## src/sv/qtva_pkg.sv

```systemverilog
package qtva_pkg;

  // Colour emitted while no colour has been loaded in the batch.
  localparam logic [31:0] WHITE = 32'hFFFF_FFFF;

  // Scale reset value, 1.0 in Q8.8.
  localparam logic [15:0] SCALE_ONE = 16'd256;

  // Value of the kind field that starts a new batch.
  localparam logic KIND_BEGIN = 1'b1;

  localparam int unsigned CFG_IDX_W  = 3;
  localparam int unsigned CFG_DATA_W = 32;

  typedef enum logic [CFG_IDX_W-1:0] {
    REG_PRIM_MODE     = 3'd0,
    REG_OFFSET_X      = 3'd1,
    REG_OFFSET_Y      = 3'd2,
    REG_OFFSET_Z      = 3'd3,
    REG_SCALE_X       = 3'd4,
    REG_SCALE_Y       = 3'd5,
    REG_COLOR_DISABLE = 3'd6
  } cfg_reg_e;

  typedef enum logic [1:0] {
    STEP_COPY0,
    STEP_COPY1,
    STEP_MAIN
  } emit_step_e;

  typedef struct packed {
    logic              kind;
    logic signed [31:0] pos_x;
    logic signed [31:0] pos_y;
    logic signed [31:0] pos_z;
    logic              load_tex;
    logic [15:0]       tex_u;
    logic [15:0]       tex_v;
    logic              load_color;
    logic [31:0]       color_in;
  } in_item_t;

  typedef struct packed {
    logic signed [31:0] out_x;
    logic signed [31:0] out_y;
    logic signed [31:0] out_z;
    logic [15:0]       out_u;
    logic [15:0]       out_v;
    logic [31:0]       out_color;
    logic              run_last;
    logic              overflow;
  } out_item_t;

  typedef struct packed {
    logic              prim_mode;
    logic signed [31:0] offset_x;
    logic signed [31:0] offset_y;
    logic signed [31:0] offset_z;
    logic signed [15:0] scale_x;
    logic signed [15:0] scale_y;
    logic              color_disable;
  } cfg_t;

  // Everything the back end needs besides the position.
  typedef struct packed {
    logic [31:0] uv;
    logic [31:0] color;
    logic        tex_seen;
    logic        color_seen;
    logic        copies;
    logic        save;
    logic        slot;
    logic        overflow;
  } vtx_attr_t;

  typedef struct packed {
    logic signed [31:0] pos_x;
    logic signed [31:0] pos_y;
    logic signed [31:0] pos_z;
    vtx_attr_t         attr;
  } vtx_cmd_t;

endpackage

```

## src/sv/qtva_fifo.sv

```systemverilog
module qtva_fifo #(
  parameter int unsigned DEPTH = 2,
  parameter type T = logic
) (
  input  logic clk_i,
  input  logic rst_ni,
  input  logic push_i,
  input  T     data_i,
  output logic full_o,
  input  logic pop_i,
  output T     data_o,
  output logic empty_o
);

  localparam int unsigned PtrW = $clog2(DEPTH);

  T                mem_q [DEPTH];
  logic [PtrW-1:0] wr_ptr_q, wr_ptr_d;
  logic [PtrW-1:0] rd_ptr_q, rd_ptr_d;
  logic [PtrW:0]   cnt_q, cnt_d;
  logic            do_push, do_pop;

  assign full_o  = (cnt_q == (PtrW+1)'(DEPTH));
  assign empty_o = (cnt_q == '0);
  assign do_push = push_i && !full_o;
  assign do_pop  = pop_i && !empty_o;
  assign data_o  = mem_q[rd_ptr_q];

  always_comb begin
    wr_ptr_d = do_push ? wr_ptr_q + PtrW'(1) : wr_ptr_q;
    rd_ptr_d = do_pop ? rd_ptr_q + PtrW'(1) : rd_ptr_q;
    cnt_d    = cnt_q;
    if (do_push && !do_pop) begin
      cnt_d = cnt_q + (PtrW+1)'(1);
    end else if (do_pop && !do_push) begin
      cnt_d = cnt_q - (PtrW+1)'(1);
    end
  end

  always_ff @(posedge clk_i or negedge rst_ni) begin
    if (!rst_ni) begin
      wr_ptr_q <= '0;
      rd_ptr_q <= '0;
      cnt_q    <= '0;
    end else begin
      wr_ptr_q <= wr_ptr_d;
      rd_ptr_q <= rd_ptr_d;
      cnt_q    <= cnt_d;
    end
  end

  always_ff @(posedge clk_i) begin
    if (do_push) begin
      mem_q[wr_ptr_q] <= data_i;
    end
  end

  a_cnt_bound: assert property (@(posedge clk_i) disable iff (!rst_ni)
    cnt_q <= (PtrW+1)'(DEPTH))
    else $error("queue occupancy beyond its depth");

endmodule

```

## src/sv/qtva_front.sv

```systemverilog
module qtva_front #(
  parameter int unsigned CAPACITY = 4096
) (
  input  logic               clk_i,
  input  logic               rst_ni,
  input  qtva_pkg::cfg_t     cfg_i,
  input  logic               acc_i,
  input  qtva_pkg::in_item_t item_i,
  output logic               cmd_valid_o,
  output qtva_pkg::vtx_cmd_t cmd_o
);

  localparam int unsigned CntW = $clog2(CAPACITY) + 1;
  localparam logic [CntW-1:0] Limit = CntW'(CAPACITY - 1);

  logic [1:0]      phase_q, phase_d, phase_n;
  logic [CntW-1:0] cnt_q, cnt_d, cnt_n;
  logic [31:0]     latched_uv_q, latched_uv_d;
  logic [31:0]     latched_col_q, latched_col_d;
  logic            tex_seen_q, tex_seen_d;
  logic            color_seen_q, color_seen_d;
  logic            is_begin, col_load, copies, ovf;

  always_comb begin
    is_begin      = (item_i.kind == qtva_pkg::KIND_BEGIN);
    col_load      = item_i.load_color && !cfg_i.color_disable;
    tex_seen_d    = tex_seen_q | item_i.load_tex;
    latched_uv_d  = item_i.load_tex ? {item_i.tex_u, item_i.tex_v} : latched_uv_q;
    color_seen_d  = color_seen_q | col_load;
    latched_col_d = col_load ? item_i.color_in : latched_col_q;
    phase_n       = phase_q + 2'd1;
    // The vertex that closes a quad is preceded by two copies.
    copies        = !cfg_i.prim_mode && (phase_n == 2'd0);
    cnt_n         = cnt_q + (copies ? CntW'(3) : CntW'(1));
    ovf           = (cnt_n[1:0] == 2'b00) && (cnt_n >= Limit);
    phase_d       = ovf ? 2'd0 : phase_n;
    cnt_d         = ovf ? '0 : cnt_n;
  end

  always_comb begin
    cmd_valid_o           = acc_i && !is_begin;
    cmd_o.pos_x           = item_i.pos_x;
    cmd_o.pos_y           = item_i.pos_y;
    cmd_o.pos_z           = item_i.pos_z;
    cmd_o.attr.uv         = tex_seen_d ? latched_uv_d : '0;
    cmd_o.attr.color      = color_seen_d ? latched_col_d : qtva_pkg::WHITE;
    cmd_o.attr.tex_seen   = tex_seen_d;
    cmd_o.attr.color_seen = color_seen_d;
    cmd_o.attr.copies     = copies;
    cmd_o.attr.save       = phase_n[0];
    cmd_o.attr.slot       = phase_n[1];
    cmd_o.attr.overflow   = ovf;
  end

  always_ff @(posedge clk_i or negedge rst_ni) begin
    if (!rst_ni) begin
      phase_q       <= '0;
      cnt_q         <= '0;
      latched_uv_q  <= '0;
      latched_col_q <= qtva_pkg::WHITE;
      tex_seen_q    <= 1'b0;
      color_seen_q  <= 1'b0;
    end else if (acc_i) begin
      if (is_begin) begin
        phase_q      <= '0;
        cnt_q        <= '0;
        tex_seen_q   <= 1'b0;
        color_seen_q <= 1'b0;
      end else begin
        phase_q       <= phase_d;
        cnt_q         <= cnt_d;
        latched_uv_q  <= latched_uv_d;
        latched_col_q <= latched_col_d;
        tex_seen_q    <= tex_seen_d;
        color_seen_q  <= color_seen_d;
      end
    end
  end

  a_ovf_restart: assert property (@(posedge clk_i) disable iff (!rst_ni)
    cmd_valid_o && cmd_o.attr.overflow |=> (cnt_q == '0) && (phase_q == 2'd0))
    else $error("overflow did not restart the batch");

endmodule

```

## src/sv/qtva_back.sv

```systemverilog
module qtva_back (
  input  logic                clk_i,
  input  logic                rst_ni,
  input  qtva_pkg::cfg_t      cfg_i,
  input  logic                cmd_valid_i,
  input  qtva_pkg::vtx_cmd_t  cmd_i,
  output logic                cmd_pop_o,
  output logic                res_push_o,
  output qtva_pkg::out_item_t res_o,
  input  logic                res_full_i
);

  function automatic logic [31:0] sat33(input logic signed [32:0] v);
    if (v[32] != v[31]) begin
      return v[32] ? 32'h8000_0000 : 32'h7FFF_FFFF;
    end
    return v[31:0];
  endfunction

  // Floor division by 256 is an arithmetic shift; then clamp to 32 bits.
  function automatic logic [31:0] sat_q8(input logic signed [48:0] p);
    logic signed [48:0] sh;
    sh = p >>> 8;
    if (sh > 49'sd2147483647) begin
      return 32'h7FFF_FFFF;
    end else if (sh < -49'sd2147483648) begin
      return 32'h8000_0000;
    end
    return sh[31:0];
  endfunction

  // Stage 1: offset sums.
  logic                s1_v_q;
  logic signed [32:0]  s1_sx_q, s1_sy_q;
  logic [31:0]         s1_z_q;
  qtva_pkg::vtx_attr_t s1_attr_q;
  // Stage 2: products.
  logic                s2_v_q;
  logic signed [48:0]  s2_px_q, s2_py_q;
  logic [31:0]         s2_z_q;
  qtva_pkg::vtx_attr_t s2_attr_q;
  // Emit stage: final vertex, plays out copies then the vertex itself.
  logic                e_v_q;
  logic [31:0]         e_x_q, e_y_q, e_z_q;
  qtva_pkg::vtx_attr_t e_attr_q;
  qtva_pkg::emit_step_e e_step_q, e_step_d;

  logic [31:0] sv_x_q [2];
  logic [31:0] sv_y_q [2];
  logic [31:0] sv_z_q [2];
  logic [31:0] sv_uv_q [2];
  logic [31:0] sv_col_q [2];

  logic e_fire, e_last, e_free, s2_free, s1_free, slot;
  logic [31:0] uv_sel;

  assign e_fire    = e_v_q && !res_full_i;
  assign e_last    = (e_step_q == qtva_pkg::STEP_MAIN);
  assign e_free    = !e_v_q || (e_fire && e_last);
  assign s2_free   = !s2_v_q || e_free;
  assign s1_free   = !s1_v_q || s2_free;
  assign cmd_pop_o = cmd_valid_i && s1_free;

  // Next emit step.
  always_comb begin
    e_step_d = e_step_q;
    if (e_free) begin
      e_step_d = s2_attr_q.copies ? qtva_pkg::STEP_COPY0 : qtva_pkg::STEP_MAIN;
    end else if (e_fire) begin
      unique case (e_step_q)
        qtva_pkg::STEP_COPY0: e_step_d = qtva_pkg::STEP_COPY1;
        qtva_pkg::STEP_COPY1: e_step_d = qtva_pkg::STEP_MAIN;
        default:              e_step_d = qtva_pkg::STEP_MAIN;
      endcase
    end
  end

  // Result of the current emit step.
  always_comb begin
    slot       = (e_step_q == qtva_pkg::STEP_COPY1);
    res_push_o = e_fire;
    unique case (e_step_q)
      qtva_pkg::STEP_COPY0, qtva_pkg::STEP_COPY1: begin
        res_o.out_x     = sv_x_q[slot];
        res_o.out_y     = sv_y_q[slot];
        res_o.out_z     = sv_z_q[slot];
        uv_sel          = e_attr_q.tex_seen ? sv_uv_q[slot] : '0;
        res_o.out_color = e_attr_q.color_seen ? sv_col_q[slot] : qtva_pkg::WHITE;
        res_o.run_last  = 1'b0;
        res_o.overflow  = 1'b0;
      end
      default: begin
        res_o.out_x     = e_x_q;
        res_o.out_y     = e_y_q;
        res_o.out_z     = e_z_q;
        uv_sel          = e_attr_q.uv;
        res_o.out_color = e_attr_q.color;
        res_o.run_last  = 1'b1;
        res_o.overflow  = e_attr_q.overflow;
      end
    endcase
    res_o.out_u = uv_sel[31:16];
    res_o.out_v = uv_sel[15:0];
  end

  always_ff @(posedge clk_i or negedge rst_ni) begin
    if (!rst_ni) begin
      s1_v_q   <= 1'b0;
      s2_v_q   <= 1'b0;
      e_v_q    <= 1'b0;
      e_step_q <= qtva_pkg::STEP_MAIN;
    end else begin
      if (s1_free) begin
        s1_v_q <= cmd_pop_o;
      end
      if (s2_free) begin
        s2_v_q <= s1_v_q;
      end
      if (e_free) begin
        e_v_q <= s2_v_q;
      end
      e_step_q <= e_step_d;
    end
  end

  always_ff @(posedge clk_i) begin
    if (s1_free) begin
      s1_sx_q   <= 33'($signed(cmd_i.pos_x)) + 33'($signed(cfg_i.offset_x));
      s1_sy_q   <= 33'($signed(cmd_i.pos_y)) + 33'($signed(cfg_i.offset_y));
      s1_z_q    <= sat33(33'($signed(cmd_i.pos_z)) + 33'($signed(cfg_i.offset_z)));
      s1_attr_q <= cmd_i.attr;
    end
    if (s2_free) begin
      s2_px_q   <= 49'(s1_sx_q) * 49'($signed(cfg_i.scale_x));
      s2_py_q   <= 49'(s1_sy_q) * 49'($signed(cfg_i.scale_y));
      s2_z_q    <= s1_z_q;
      s2_attr_q <= s1_attr_q;
    end
    if (e_free) begin
      e_x_q    <= sat_q8(s2_px_q);
      e_y_q    <= sat_q8(s2_py_q);
      e_z_q    <= s2_z_q;
      e_attr_q <= s2_attr_q;
    end
    // A quad's first and third vertices are kept for the closing copies.
    if (e_fire && e_last && e_attr_q.save) begin
      sv_x_q[e_attr_q.slot]   <= e_x_q;
      sv_y_q[e_attr_q.slot]   <= e_y_q;
      sv_z_q[e_attr_q.slot]   <= e_z_q;
      sv_uv_q[e_attr_q.slot]  <= e_attr_q.uv;
      sv_col_q[e_attr_q.slot] <= e_attr_q.color;
    end
  end

  a_copy_only_when_due: assert property (@(posedge clk_i) disable iff (!rst_ni)
    e_v_q && (e_step_q == qtva_pkg::STEP_COPY0 || e_step_q == qtva_pkg::STEP_COPY1)
    |-> e_attr_q.copies)
    else $error("copy step on a vertex that closes no quad");

  a_copy_order: assert property (@(posedge clk_i) disable iff (!rst_ni)
    e_fire && (e_step_q == qtva_pkg::STEP_COPY0)
    |=> e_v_q && (e_step_q == qtva_pkg::STEP_COPY1))
    else $error("second copy did not follow the first");

  a_emit_hold: assert property (@(posedge clk_i) disable iff (!rst_ni)
    e_v_q && !e_free |=> e_v_q && $stable(e_x_q) && $stable(e_attr_q))
    else $error("stalled emit stage lost its vertex");

endmodule

```

## src/sv/quad_to_triangle_vertex_assembler.sv

```systemverilog
// Quad-to-triangle vertex assembler. Vertex transactions are offset, scaled
// in x and y (Q16.16 positions, Q8.8 scales, floor rounding, saturation) and
// emitted with the batch's latched texture and colour; a begin transaction
// starts a new batch and produces nothing. In quad mode the vertex closing
// each quad is preceded by copies of the quad's first and third vertices,
// so the result stream is a triangle list; in pass-through mode every vertex
// gives exactly one result. A front end takes one transaction per cycle
// while the vertex queue has room, tracks the batch attributes and the
// emitted count, and hands vertices through a two-entry queue to a back
// end with a three-stage arithmetic pipeline (offset add, multiply, shift
// and clamp). The emit stage at the end of that pipeline writes one result
// per cycle into a two-entry result queue while that queue has room, and
// holds each vertex until its last result is written: one result per vertex
// in pass-through mode, three for a quad-closing vertex in quad mode, so six
// results per quad of four vertices. Configuration registers may be written
// only while the block holds no transaction in flight.
module quad_to_triangle_vertex_assembler #(
  parameter int unsigned CAPACITY = 4096
) (
  input  logic                                clk_i,
  input  logic                                rst_ni,
  input  logic                                push,
  input  qtva_pkg::in_item_t                  in_item_i,
  output logic                                full,
  output qtva_pkg::out_item_t                 out_item_o,
  output logic                                empty,
  input  logic                                pop,
  input  logic                                cfg_we_i,
  input  logic [qtva_pkg::CFG_IDX_W-1:0]      cfg_idx_i,
  input  logic [qtva_pkg::CFG_DATA_W-1:0]     cfg_data_i
);

  qtva_pkg::cfg_t      cfg_q;
  qtva_pkg::vtx_cmd_t  fr_cmd, bk_cmd;
  qtva_pkg::out_item_t bk_res;
  logic                acc, fr_cmd_valid, cmd_q_full, cmd_q_empty, bk_pop;
  logic                res_push, res_full;

  // The queue between the two halves only fills with vertex transactions;
  // begin transactions are absorbed by the front end.
  assign acc = push && !full;
  assign full = cmd_q_full;

  // Configuration register file.
  always_ff @(posedge clk_i or negedge rst_ni) begin
    if (!rst_ni) begin
      cfg_q.prim_mode     <= 1'b0;
      cfg_q.offset_x      <= '0;
      cfg_q.offset_y      <= '0;
      cfg_q.offset_z      <= '0;
      cfg_q.scale_x       <= qtva_pkg::SCALE_ONE;
      cfg_q.scale_y       <= qtva_pkg::SCALE_ONE;
      cfg_q.color_disable <= 1'b0;
    end else if (cfg_we_i) begin
      unique case (qtva_pkg::cfg_reg_e'(cfg_idx_i))
        qtva_pkg::REG_PRIM_MODE:     cfg_q.prim_mode     <= cfg_data_i[0];
        qtva_pkg::REG_OFFSET_X:      cfg_q.offset_x      <= cfg_data_i;
        qtva_pkg::REG_OFFSET_Y:      cfg_q.offset_y      <= cfg_data_i;
        qtva_pkg::REG_OFFSET_Z:      cfg_q.offset_z      <= cfg_data_i;
        qtva_pkg::REG_SCALE_X:       cfg_q.scale_x       <= cfg_data_i[15:0];
        qtva_pkg::REG_SCALE_Y:       cfg_q.scale_y       <= cfg_data_i[15:0];
        qtva_pkg::REG_COLOR_DISABLE: cfg_q.color_disable <= cfg_data_i[0];
        default: begin
          // Writes to unused indexes are dropped.
        end
      endcase
    end
  end

  qtva_front #(
    .CAPACITY (CAPACITY)
  ) u_front (
    .clk_i       (clk_i),
    .rst_ni      (rst_ni),
    .cfg_i       (cfg_q),
    .acc_i       (acc),
    .item_i      (in_item_i),
    .cmd_valid_o (fr_cmd_valid),
    .cmd_o       (fr_cmd)
  );

  qtva_fifo #(
    .DEPTH (2),
    .T     (qtva_pkg::vtx_cmd_t)
  ) u_cmd_fifo (
    .clk_i   (clk_i),
    .rst_ni  (rst_ni),
    .push_i  (fr_cmd_valid),
    .data_i  (fr_cmd),
    .full_o  (cmd_q_full),
    .pop_i   (bk_pop),
    .data_o  (bk_cmd),
    .empty_o (cmd_q_empty)
  );

  qtva_back u_back (
    .clk_i       (clk_i),
    .rst_ni      (rst_ni),
    .cfg_i       (cfg_q),
    .cmd_valid_i (!cmd_q_empty),
    .cmd_i       (bk_cmd),
    .cmd_pop_o   (bk_pop),
    .res_push_o  (res_push),
    .res_o       (bk_res),
    .res_full_i  (res_full)
  );

  qtva_fifo #(
    .DEPTH (2),
    .T     (qtva_pkg::out_item_t)
  ) u_res_fifo (
    .clk_i   (clk_i),
    .rst_ni  (rst_ni),
    .push_i  (res_push),
    .data_i  (bk_res),
    .full_o  (res_full),
    .pop_i   (pop),
    .data_o  (out_item_o),
    .empty_o (empty)
  );

endmodule
```

## config.mk

```make
export PLATFORM = sky130hd
export DESIGN_NAME = quad_to_triangle_vertex_assembler
export DESIGN_NICKNAME = d
export VERILOG_FILES = /design/src/sv/qtva_pkg.sv /design/src/sv/qtva_fifo.sv /design/src/sv/qtva_front.sv /design/src/sv/qtva_back.sv /design/src/sv/quad_to_triangle_vertex_assembler.sv
export SDC_FILE = /design/constraint.sdc
export NUM_CORES = 2
export LEC_CHECK = 0
export ABC_AREA = 1
export ABC_CLOCK_PERIOD_IN_PS = 19150
export BUFFER_PORTS_ARGS = -buffer_cell sky130_fd_sc_hd__buf_2
export CORE_MARGIN = 2
export CORE_UTILIZATION = 45
export CTS_CLUSTER_DIAMETER = 200
export DETAILED_ROUTE_END_ITERATION = 16
export GPL_TIMING_DRIVEN = 0
export PLACE_DENSITY = 0.62
export SETUP_SLACK_MARGIN = 0.05
export SKIP_LAST_GASP = 1
export SLEW_MARGIN = 40
export SYNTH_ARGS = -nofsm -noshare
export SYNTH_HDL_FRONTEND = slang
export SYNTH_SLANG_ARGS = --single-unit
```

## constraint.sdc

```tcl
create_clock -name clk_i -period 19.15 [get_ports clk_i]
set_clock_uncertainty 0.1 [all_clocks]
set_input_delay 2.8725 -clock clk_i [delete_from_list [all_inputs] [get_ports clk_i]]
set_output_delay 2.8725 -clock clk_i [all_outputs]
set_load 0.1 [all_outputs]
```

Word level (Yosys, flattened, before mapping)
Memories as Yosys holds them, arrays and structs flattened.
Cells that the tools add are included.

word-level totals
  register bits = 757
  latch bits = 0
  RAM bits = 976
  memory bits (read-only) = 0
  input bits = 203
  output and inout bits = 164
  word-level logic and storage cells = 195
  memories = 7

memory list
  name              words  bits a word  rd ports  clocked after memory_dff  write ports  RTL line         text
  u_cmd_fifo.mem_q  2      166          1         0                         1            qtva_fifo.sv:17  T mem_q [DEPTH];
  u_res_fifo.mem_q  2      162          1         0                         1            qtva_fifo.sv:17
  u_back.sv_col_q   2      32           1         0                         1            qtva_back.sv:52  logic [31:0] sv_col_q [2];
  u_back.sv_uv_q    2      32           1         0                         1            qtva_back.sv:51  logic [31:0] sv_uv_q [2];
  u_back.sv_x_q     2      32           1         0                         1            qtva_back.sv:48  logic [31:0] sv_x_q [2];
  u_back.sv_y_q     2      32           1         0                         1            qtva_back.sv:49  logic [31:0] sv_y_q [2];
  1 more memories   --     --           --        --                        --           --

operators by class
  $add $sub $neg = 13
  multiply operators = 2
  div/mod/pow operators = 0
  $lt $le $gt $ge = 5
  eq/ne operators = 11
  shifts and indexed selects = 0
  muxes and demuxes = 47
  bitwise logic cells = 3
  reductions and logical operators = 52

operators with widths
  cell                                                                                   number
  32-bit two-way mux                                                                     16
  32-bit by 32-bit adder with 33-bit output                                              3
  33-bit by 16-bit multiplier with 49-bit output                                         2
  96-bit two-way mux                                                                     1
  41-bit by 32-bit greater-than comparator with 1-bit output, second input constant      2
  41-bit by 32-bit less-than comparator with 1-bit output, second input constant         2
  34-bit two-way mux                                                                     1
  13-bit two-way mux                                                                     2
  2-bit two-way mux                                                                      11
  1-bit logical AND                                                                      17
  1-bit two-way mux                                                                      16
  2-bit AND reduction                                                                    8
  1-bit logical NOT                                                                      14
  13-bit adder                                                                           1
  13-bit by 12-bit greater-or-equal comparator with 1-bit output, second input constant  1
  2-bit logical NOT                                                                      5
  3-bit == test, second input constant                                                   3
  2-bit by 1-bit adder with 2-bit output, second input constant                          3
  2-bit == test, second input constant                                                   3
  3-bit by 2-bit == test with 1-bit output, second input constant                        2
  2-bit nonzero test                                                                     3
  1-bit adder, second input constant                                                     4
  2-bit by 1-bit subtractor with 2-bit output, second input constant                     2
  3-bit by 1-bit == test with 1-bit output, second input constant                        1
  7 further kinds                                                                        10

Logic depth before layout (Yosys ltp)
  depth after elaboration = 12
  mapped depth = 27
  depth with buffers taken out = 25

Hierarchy
A second synthesis with hierarchy kept.

second synthesis, totals
  cells, all modules = 11,252
  area total of the unflattened synthesis = 109,090.9 um^2

by module, submodules not included
  module                             times used  cells each  area each (um^2)  seq. area each (um^2)
  qtva_back                          1           8,268       74,485.2          25,260.5
  qtva_fifo at u_cmd_fifo            1           899         12,368.1          10,069.7
  qtva_fifo at u_res_fifo            1           877         11,966.5          9,829.4
  qtva_front                         1           631         5,139.9           2,067.0
  quad_to_triangle_vertex_assembler  1           577         5,131.2           3,255.6

Worst setup path after synthesis
Ideal clock, no wire load.

  path type = input to register
  start point = input push
  end point = memory u_cmd_fifo.mem_q[0][0] (netlist name) (enable)
  library setup time = 0.695 ns
  arrival time = 10.396 ns
  data required time = 18.355 ns
  slack = 7.959 ns
  stages = 6
  buffers on the path = 2
  path through = o21ai_1 nor2_1 inv_1 buf_2 clkbuf_1 nor2_1

between the ends
  cells in the longest elaborated chain, start to end = 5

ends and longest elaborated chain
  item                                     RTL line                                 text
  start: declaration                       quad_to_triangle_vertex_assembler.sv:22  input logic push,
  1-bit logical AND                        quad_to_triangle_vertex_assembler.sv:41  assign acc = push && !full;
  1-bit logical AND                        qtva_front.sv:41                         cmd_valid_o = acc_i && !is_begin;
  1-bit logical AND                        qtva_fifo.sv:25                          assign do_push = push_i && !full_o;
  1-bit two-way mux                        qtva_fifo.sv:53                          if (do_push) begin
  1-bit two-way mux (not written as such)  qtva_fifo.sv:54                          mem_q[wr_ptr_q] <= data_i;
  end: declaration                         qtva_fifo.sv:17

No other way between the ends.

Worst setup path after layout
  start point = register cfg_q[25] (netlist name)
  end point = register u_back.s2_px_q[42], data pin

between the ends
  cells in the longest elaborated chain, start to end = 1

ends and longest elaborated chain
  item                                            RTL line                                 text
  start: declaration                              quad_to_triangle_vertex_assembler.sv:33  qtva_pkg::cfg_t cfg_q;
  33-bit by 16-bit multiplier with 49-bit output  qtva_back.sv:134                         s2_px_q <= 49'(s1_sx_q) * 49'($signed(cfg_i.scale_x));
  end signal: assignment                          qtva_back.sv:134
  end: declaration                                qtva_back.sv:39                          logic signed [48:0] s2_px_q, s2_py_q;

No other way between the ends.
A chain may end at the register's enable or synchronous reset.

==> results.yml <==
clock_tree:
  cts_root_buf: "clkbuf_16"
  numCtsBuffers: 172
  clk_pin_slew_ns: 0.06
  htree_levels: 4
  cts_tree: "done"
  cts_setup_buffers: 0
  clk_latency_ns: 0.84
  cts_resized: 0
  clockBufferDepth: 3
  numClockSinks: 1717
  cts_hold_buf: 0
run:
  cap_violations: 0
routing:
  drt_iter0_markers: 6846
  vias: 75710
  first_pass_iters: 8
  ant_nets: 0
  drc: 0
  routed_via_density: 5.084
  wl_um: 304200
  wl_per_cell_um: 20.43
synth:
  async_flop_share: 0.1305
  synth_nets: 12480
  synthCells: 10940
  ys_seq_area_frac: 0.4698
  synth_edf_count: 1493
  synth.avg_cell_area_um2: 9.819
  yosysWarnings: 0
  yosys_register_bits: 1717
  syn_area_um2: 107400
  synthFlopType: "edfxtp_1"
  ys_types: 49
setup_path:
  startpoint_type: "register"
  cp.required_ns: 19.63
  cp_max_fo: 10
  crit_path_end_kind: "register"
  critPathKind: "reg -> reg"
  cp.arrival_ns: 7.99
floorplanning:
  initial_utilization: 0.4522
  die-width_um: 492.6
  die-area_um2: 242700
  die_h_um: 492.6
  core_um2: 237600
  rows: 179
  num_io_pins: 367
grt:
  grt_pass1_vias: 75530
  grt_pass1_wl_um: 461700
  grt_max_degree: 84
  antenna_found_initial: 15
  grt-ovfl-total: 0
  grt_usage: 0.2513
timing:
  tightest_slew_ns: 0.9714
  rsz0062_at_grt: "false"
  hold_viol: 0
  finalMaxSlewViolations: 0
  period_share: 0.3920
  fmaxAchievable_mhz: 133.2
  fin_crit_ns: 7.506
  fin_tns_setup_ns: 0
  slew_headroom: 0.3524
  finalSetupViolCount: 0
place:
  place_hpwl_um: 243400
  portBuffers: 365
  place_congestion: 0.9972
layout:
  multiInputGateArea_um2: 47820
  drive_gt1_frac: 0.07014
  fin_nets: 13100
  synthToLayoutAreaGrowth_pct: 12.27
  regArea_um2: 50480
  fillCellCount: 21730
worst_hold_path:
  min_path_type: "reg -> reg"
run_status:
  outcome: "finished, final reports clean"
## cell type report
type | count | share of cell area
clock buffers | 241 | 0.03908
repair buffers | 453 | 0.02884
clock inverters | 83 | 0.007613
plain buffers | 451 | 0.01473
flip-flops and latches | 1717 | 0.4185
diodes | 6 | 0.0001245
well taps | 3167 | 0.03285
inverters | 1986 | 0.06186
multi-input cells | 6789 | 0.3964
## metrics by stage
step	setup WS, ns	instance area [um2]	util	instances	hold slack, ns
after detailed placement	11.72	115000	0.4838	14560	0.3045
after floorplan	7.959	107400	-	10940	0.3003
after global placement	1.361	113200	0.4765	14480	0.3004
after global routing	11.34	120600	0.5076	14890	0.3010
final	11.64	120600	0.5076	14890	0.2878
after CTS	11.72	120600	0.5075	14890	0.2882
## cells by family (layout without fill, tap and decap cells)
logic type | Yosys count | count (layout) | synth area share
other | 0 | 6 | 0
adders and majority gates | 1330 | 1330 | 0.2249
and+or+nand+nor | 4482 | 4482 | 0.1630
xor gates and xnor gates | 142 | 142 | 0.01158
muxes | 64 | 64 | 0.005962
DFF | 1717 | 1717 | 0.4698
AOI/OAI and AO/OA | 771 | 771 | 0.03912
buffers and inverters | 2437 | 3214 | 0.08566
## per-layer routing
layer | wire (um) | track usage
met5 | 41 | 0
met4 | 7594 | 0.06337
met3 | 25140 | 0.04559
met2 | 131900 | 0.3758
met1 | 139500 | 0.3785
## state kept, by name, indices dropped and copies added (netlist names), 33 cells and up
register and count:
u_back.e_attr_q 69, u_cmd_fifo.mem_q 332, u_back.s1_sy_q 33, u_back.sv_y_q 64, u_back.s2_attr_q 70, u_back.sv_uv_q 64, u_back.s1_sx_q 33, u_back.sv_z_q 64
u_back.s1_attr_q 70, u_back.s2_px_q 41, u_back.sv_col_q 64, cfg_q 130, u_back.s2_py_q 41, u_back.sv_x_q 64, u_res_fifo.mem_q 324
## worst max-delay path, cell delays in order, from the launching register on
cell and delay, ns:
dfstp_2 0.51, clkbuf_1 0.54, clkbuf_1 0.66, nand2_1 0.17
fa_1 0.59, inv_1 0.07, fa_1 0.50, fa_1 0.49
fa_1 0.45, fa_1 0.51, inv_1 0.05, fa_1 0.66
inv_1 0.08, ha_1 0.44, nand2_1 0.17, nor2_1 0.15
inv_1 0.07, nor2_1 0.09, inv_1 0.08, nor4_1 0.43
nand3_1 0.26, nand4_1 0.14, nand2_1 0.08
## cells in the final DEF (no fill, tap or decap), types with 51 or more instances in the layout
master        n
nand2_1    3548
edfxtp_1   1493
a21oi_1     213
inv_1      1983
clkbuf_16   173
clkbuf_1    448
o21ai_0     416
xor2_1      108
dfrtp_1     189
nand3_1     284
buf_2       385
mux2i_1      64
fa_1       1002
ha_1        328
nor2_1      498
nand4_1      51
## cells in the mapped netlist (51+ instances only)
cell type / n / area (um2)
ha_1: 328 / 4104
fa_1: 1002 / 20060
nor2_1: 506 / 1899
o21ai_0: 417 / 2087
xor2_1: 108 / 945.9
mux2i_1: 64 / 640.6
nand4_1: 51 / 319.1
inv_1: 1984 / 7447
dfrtp_1: 189 / 4730
edfxtp_1: 1493 / 44830
nand3_1: 284 / 1421
clkbuf_1: 415 / 1558
a21oi_1: 213 / 1066
nand2_1: 3549 / 13320
## worst paths after layout
check                      depth (start not counted)  slack [ns]            startpoint                        to
setup / recovery                                  22       11.64             cfg_q[25]        u_back.s2_px_q[42]
hold / removal                                     0        0.29  u_back.s2_attr_q[16]       u_back.e_attr_q[16]
setup reg to reg                                  22       11.64             cfg_q[25]        u_back.s2_px_q[42]
hold reg to reg                                    0        0.29  u_back.s2_attr_q[16]       u_back.e_attr_q[16]
max in group asynchronous                          4       15.69                rst_ni                 cfg_q[25]
min in group asynchronous                          1        1.80                rst_ni  u_front.latched_uv_q[10]
Power is left out: the tool's default activity adds up to more than one toggle a clock period on the data nets, which glitch-free logic cannot reach.
